$ cat src/design/assert_macros.svh
// Assertion macros used by the order book top level design file.
`ifndef ASSERT_MACROS_SVH
`define ASSERT_MACROS_SVH
`ifndef SYNTHESIS
`define OBSD_ASSERT(lbl, clk, rst_n, prop, msg) \
    lbl: assert property (@(posedge clk) disable iff (!rst_n) prop) else $error(msg);
`define OBSD_ASSERT_ALWAYS(lbl, clk, prop, msg) \
    lbl: assert property (@(posedge clk) prop) else $error(msg);
`else
`define OBSD_ASSERT(lbl, clk, rst_n, prop, msg)
`define OBSD_ASSERT_ALWAYS(lbl, clk, prop, msg)
`endif
`endif

$ cat src/design/obsd_pkg.sv
// Types and constants for the order book snapshot and delta builder.
package obsd_pkg;

    localparam int CNT_W = 11;

    localparam logic [2:0] CMD_BEGIN  = 3'd0;
    localparam logic [2:0] CMD_HEADER = 3'd1;
    localparam logic [2:0] CMD_LEVEL  = 3'd2;
    localparam logic [2:0] CMD_END    = 3'd3;
    localparam logic [2:0] CMD_DELTA  = 3'd4;

    localparam logic [2:0] ST_OK         = 3'd0;
    localparam logic [2:0] ST_STALE      = 3'd1;
    localparam logic [2:0] ST_INVALID    = 3'd2;
    localparam logic [2:0] ST_BAD_SIDE   = 3'd3;
    localparam logic [2:0] ST_NEED_SNAP  = 3'd4;
    localparam logic [2:0] ST_FULL       = 3'd5;
    localparam logic [2:0] ST_UNEXP_LVL  = 3'd6;

    localparam logic [1:0] CFG_BID_CODE  = 2'd0;
    localparam logic [1:0] CFG_ASK_CODE  = 2'd1;
    localparam logic [1:0] CFG_LIVE_CODE = 2'd2;

    typedef enum logic [1:0] {
        S_IDLE = 2'b01,
        S_EXEC = 2'b10
    } t_state;

    typedef enum logic [1:0] {
        OP_NONE,
        OP_SET,
        OP_ERASE
    } t_cell_op;

    typedef struct packed {
        logic [2:0]         command;
        logic [7:0]         side;
        logic [31:0]        instrument;
        logic [31:0]        generation;
        logic [7:0]         header_state;
        logic [15:0]        chunk_number;
        logic [15:0]        count;
        logic [15:0]        chunk_total;
        logic signed [63:0] price;
        logic [31:0]        quantity;
    } t_in_item;

    typedef struct packed {
        logic [2:0]  status;
        logic        book_live;
        logic        snapshot_open;
        logic [31:0] stored_quantity;
    } t_out_item;

    typedef struct packed {
        t_cell_op         op;
        logic [CNT_W-1:0] cnt;
        logic             tgt_hit;
        logic [63:0]      key;
        logic [31:0]      qty;
    } t_cell_ctl;

    typedef struct packed {
        logic        hit;
        logic [31:0] qty;
    } t_link;

    typedef struct packed {
        logic [63:0] price;
        logic [31:0] qty;
    } t_entry;

endpackage

$ cat src/design/obsd_cell.sv
// One price level slot of a table half: compare, hit chain, set and shift-down erase.
module obsd_cell
    import obsd_pkg::*;
#(
    parameter int CELL_IDX = 0
) (
    input  logic      i_clk,
    input  t_cell_ctl i_ctl,
    input  t_link     i_link,
    input  t_entry    i_up,
    output t_link     o_link,
    output t_entry    o_ent
);

    localparam logic [CNT_W-1:0] MY_IDX = CNT_W'(CELL_IDX);

    logic [63:0] r_price;
    logic [31:0] r_qty;
    logic        w_valid;
    logic        w_hit;

    assign w_valid = MY_IDX < i_ctl.cnt;
    assign w_hit   = w_valid && (r_price == i_ctl.key);

    assign o_link.hit = i_link.hit | w_hit;
    assign o_link.qty = w_hit ? r_qty : i_link.qty;
    assign o_ent.price = r_price;
    assign o_ent.qty   = r_qty;

    always_ff @(posedge i_clk) begin
        case (i_ctl.op)
            OP_SET: begin
                if (w_hit || (!i_ctl.tgt_hit && (MY_IDX == i_ctl.cnt))) begin
                    r_price <= i_ctl.key;
                    r_qty   <= i_ctl.qty;
                end
            end
            OP_ERASE: begin
                if (i_link.hit || w_hit) begin
                    r_price <= i_up.price;
                    r_qty   <= i_up.qty;
                end
            end
            default: begin
            end
        endcase
    end

endmodule

$ cat config.mk
export PLATFORM = sky130hd
export DESIGN_NAME = obsd_cell
export DESIGN_NICKNAME = d
export VERILOG_FILES = /design/src/design/assert_macros.svh /design/src/design/obsd_pkg.sv /design/src/design/obsd_cell.sv
export SDC_FILE = /design/constraint.sdc
export NUM_CORES = 1
export LEC_CHECK = 0
export BUFFER_PORTS_ARGS = -buffer_cell sky130_fd_sc_hd__buf_2
export CAP_MARGIN = 40
export CORE_AREA = 3 3 141 143
export DETAILED_ROUTE_END_ITERATION = 8
export DIE_AREA = 0 0 144 146
export PLACE_DENSITY = 0.7
export SYNTH_ARGS = -nofsm -noshare
export SYNTH_HDL_FRONTEND = slang
export SYNTH_SLANG_ARGS = --single-unit
$ cat constraint.sdc
create_clock -name i_clk -period 8.3 [get_ports i_clk]
set_input_delay 0.415 -clock i_clk [delete_from_list [all_inputs] [get_ports i_clk]]
set_output_delay 0.415 -clock i_clk [all_outputs]
set_load 0.02 [all_outputs]
== Word level (Yosys, flattened, before mapping) ==
Index checks and enable logic that the tools add are counted.

* Register bits: 96

* Order comparisons: 1
* Equal/unequal tests: 5
* Mux-type cells: 7
* Bitwise operators: 1
* Reductions and logical operators: 8

{| class="wikitable"
|+ Operators with widths
! operator !! count
|-
| 64-bit 2-to-1 mux || 2
|-
| 64-bit one-hot mux with 2 select lines || 1
|-
| 32-bit 2-to-1 mux || 3
|-
| 64-bit equality test || 1
|-
| 32-bit one-hot mux with 2 select lines || 1
|-
| 11-bit logical NOT || 1
|-
| 1-bit by 11-bit < comparator with 1-bit output (first input constant) || 1
|-
| 2-bit != test (second input constant) || 2
|-
| 3-bit AND reduction || 1
|-
| 2-bit by 1-bit equality test with 1-bit output (second input constant) || 1
|-
| 2-bit equality test (second input constant) || 1
|-
| 1-bit logical AND || 2
|-
| 1-bit logical OR || 2
|-
| 2-bit nonzero test || 1
|-
| 1-bit logical NOT || 1
|-
| 1-bit OR || 1
|}

== Longest topological paths before layout ==
* Word-level depth: 5
* Depth in mapped cells: 7
* Depth with buffers taken out: 6

== Worst setup path before layout ==
OpenSTA, ideal clock, no wires.

* Path kind: register to register
* Start point: register r_price[31]
* End point: register r_price[0] (enable)
* Library setup time: 0.683 ns
* Data arrival time: 8.422 ns
* Data required time: 7.617 ns
* Setup slack: -0.805 ns
* Stages on the path, launching flop included: 8
* Buffers on the path: 1
* Clock period less this slack: 9.105 ns
* Cells stage by stage: edfxtp_1 > xor2_1 > nor4_1 > nand3_1 > nor3_2 > nand4_4 > buf_6 > o21ai_0

* Longest elaborated chain between the ends: 5
* Elaborated cells on any way between the ends: 7
* Those cells by class: eq/ne (3); reduce/logical (4)

{| class="wikitable"
|+ RTL lines
! what !! RTL line !! text
|-
| from (decl) || obsd_cell.sv:17 || <nowiki>logic [63:0] r_price;</nowiki>
|-
| from (signal assigned) || obsd_cell.sv:34 || <nowiki>r_price <= i_ctl.key;</nowiki>
|-
| from (signal assigned) || obsd_cell.sv:40 || <nowiki>r_price <= i_up.price;</nowiki>
|-
| 64-bit equality test (*) || obsd_cell.sv:23 || <nowiki>assign w_hit = w_valid && (r_price == i_ctl.key);</nowiki>
|-
| 1-bit logical AND (*) || obsd_cell.sv:23 ||
|-
| 1-bit logical OR (on tied branches) || obsd_cell.sv:39, obsd_cell.sv:33 ||
|-
| 2-bit != test (no line) || -- ||
|-
| 3-bit AND reduction (no line) (*) || -- ||
|}

Mark *: on every way between the ends. The rest lies on a longest branch, timed or not.
A chain may end at the register's enable or synchronous reset.

== Final worst setup path ==
* Start point: register r_price[0]
* End point: register r_price[5] (enable)

The elaborated chain is that of the path after synthesis.

==> flow_summary.yaml <==
status:
  run_status: "finished clean"
finish:
  nNetsFinal: 945
  fin_area_mm2: 0.007711
  antenna_cells: 0
  syn2layout_area_growth_pct: 45.87
  final_util_pct: 41.22
  fillers: 1769
  drive_above_1_share_pct: 73.34
  instances_no_fill: 943
cts:
  cts_buffers: 9
  clock_path_buffers: 2
  clockRootBuffer: "clkbuf_16"
  post_cts_resized: 0
  cts-hold-fix-buffers: 0
  clk_pin_slew_ps: 70
  clock_sinks: 96
  cts_setup_buffers: 0
  htreeDepth: 3
  cts_tree: "yes"
  clock_latency_ps: 350
timing:
  rsz0062_at_grt: "no"
  worstMarginPinSlew_ps: 772.5
  fin_crit_ps: 3936
  setup-tns-final_ps: 0
  finalClockSkew_ps: 12.71
  max_slew_margin_pct: 48.50
  fin_ws_ps: 4364
  finalMaxSlewViolations: 0
  hold_viol: 0
  fin_hold_ws_ps: 365.6
  fmax_ghz: 0.2541
  setup_viol: 0
  finalCritPeriodShare_pct: 47.42
setup_path:
  crit_fanout: 50
  required_ps: 8270
  criticalPathCategory: "flop to flop"
  cp-start-kind: "flop"
  arrival_ps: 3910
  endpoint_kind: "flop"
placement:
  place_area_mm2: 0.007418
  dp_cells: 928
  post-place-ws_ps: 4019
  dpl.hpwl_mm: 14.36
  portBuffers: 368
  gp_congestion: 0.8645
power_and_ir_drop:
  power.switching_mw: 0.3278
  seqPwrFrac_pct: 46.6
  clkPwrFrac_pct: 34.0
  power_density_mw_per_mm2: 161.8
  swShare_pct: 26.27
  p_int_mw: 0.9199
  peakVddDrop_mv: 0.1169
  cellLeakagePower_nw: 3.435
  total_power_mw: 1.248
  combPwrFrac_pct: 19.4
synthesis:
  syn_avg_cell_area_um2: 15.83
  synth_cell_types: 19
  yosys_warnings: 0
  synth.area.top_cells: "edfxtp_1 55%, mux2_2 21%, mux2_4 8.0%"
  ys_seq_area_share_pct: 54.53
  synth_commonest_cells: "100 x mux2_2, 96 x edfxtp_1, 48 x xor2_1, 28 x mux2_4, 17 x xnor2_1"
  synth_top_area_share_pct: 54.53
  synth_cells: 334
  synth-edff-count: 96
  synthFlopType: "edfxtp_1"
  yosys.area.top_type: "edfxtp_1"
  synth.most_common_cell: "mux2_2"
  async_flop_share_pct: 0
  synth-seq-cells: 96
  synth_nets: 574
  synth_area_mm2: 0.005286
routing:
  totalWireLength_mm: 17.59
  final_antenna_net_count: 0
  drt_iter0_markers: 137
  firstDrtPassIters: 4
  drc_errors: 0
  vias: 4254
  wl_per_cell_um: 18.65
  vias_per_cell: 4.511
floorplanning:
  die_y_um: 146
  rows: 50
  ios: 369
  die_area_mm2: 0.02102
  start_util_pct: 28.26
  coreArea_mm2: 0.01871
  die_width_um: 144
global_route:
  grt_start_max_net_pins: 59
  overflow: 0
  grt_usage_pct: 15.85
  grt_pass1_vias: 4407
  grt_pass1_wl_mm: 25.07
  antenna_found_initial: 0
hold_path:
  hold_class: "input pin to flop"
run:
  drv_cap: 0
layout make-up:
cell class / instances / area, um2 / area share [%]
sequential: 96 / 2883 / 37.38
multi-input combinational: 224 / 2344 / 30.39
timing repair buffer: 374 / 1899 / 24.63
tap: 234 / 292.8 / 3.797
clock buffer: 9 / 225.2 / 2.921
clock inverter: 6 / 67.56 / 0.8762
critical path, stage by stage, from the launching register on:
cell      delay [ps]
edfxtp_1         440
xor2_1           170
nor4_1           500
nand4_1          190
nor3_2           390
nand4_4          190
buf_12           260
o21ai_4          160
buf_4            520
buf_4            630
final timing paths:
check | slack (ps) | start | to | cells after the start
worst min-delay path | 370 | i_up[78] | r_price[46] | 2
worst min register to register | 1650 | r_price[8] | r_price[2] | 7
worst max register to register | 4360 | r_price[0] | r_price[5] | 9
worst max-delay path | 4360 | r_price[0] | r_price[5] | 9
metal layers:
metal  vias up  share of wire, %  track usage [%]
met5         -                 0                0
met4         0               3.1            6.921
met3        32               8.9            4.666
met2       237                51            27.49
met1      1960                37            17.83
li1       2025                 -                -
kinds of logic after synthesis:
family / after synthesis / synth area share (%)
buf+inv: 14 / 1.491
mux: 128 / 29.25
xor+xnor: 65 / 10.77
flops: 96 / 54.53
compound gates: 2 / 0.1892
simple gates: 29 / 3.763
cells in the final DEF (no fill, tap or decap):
cell and instances:
a21oi_1 1, buf_12 1, buf_2 368, buf_4 5
bufinv_16 1, clkbuf_16 9, clkinv_1 1, clkinv_4 1
clkinvlp_4 1, edfxtp_1 96, inv_6 2, mux2_2 100
mux2_4 28, nand2b_1 1, nand3_1 2, nand4_1 6
nand4_4 1, nor2b_4 1, nor3_1 1, nor3_2 1
nor4_1 15, nor4b_1 1, o21ai_4 1, xnor2_1 17
xor2_1 48
state kept, by name (all words and copies together), names as in the netlist:
register  count
r_qty        32
r_price      64
power groups by stage:
stage	sequential (mW)	combinational (mW)	clock [mW]
after floorplan	0.622	0.0979	0
after global placement	0.591	0.244	0
after detailed placement	0.592	0.246	0
after CTS	0.582	0.247	0.436
after global routing	0.585	0.261	0.455
final	0.581	0.243	0.424
Note: power is estimated with default switching activity, not from simulation.
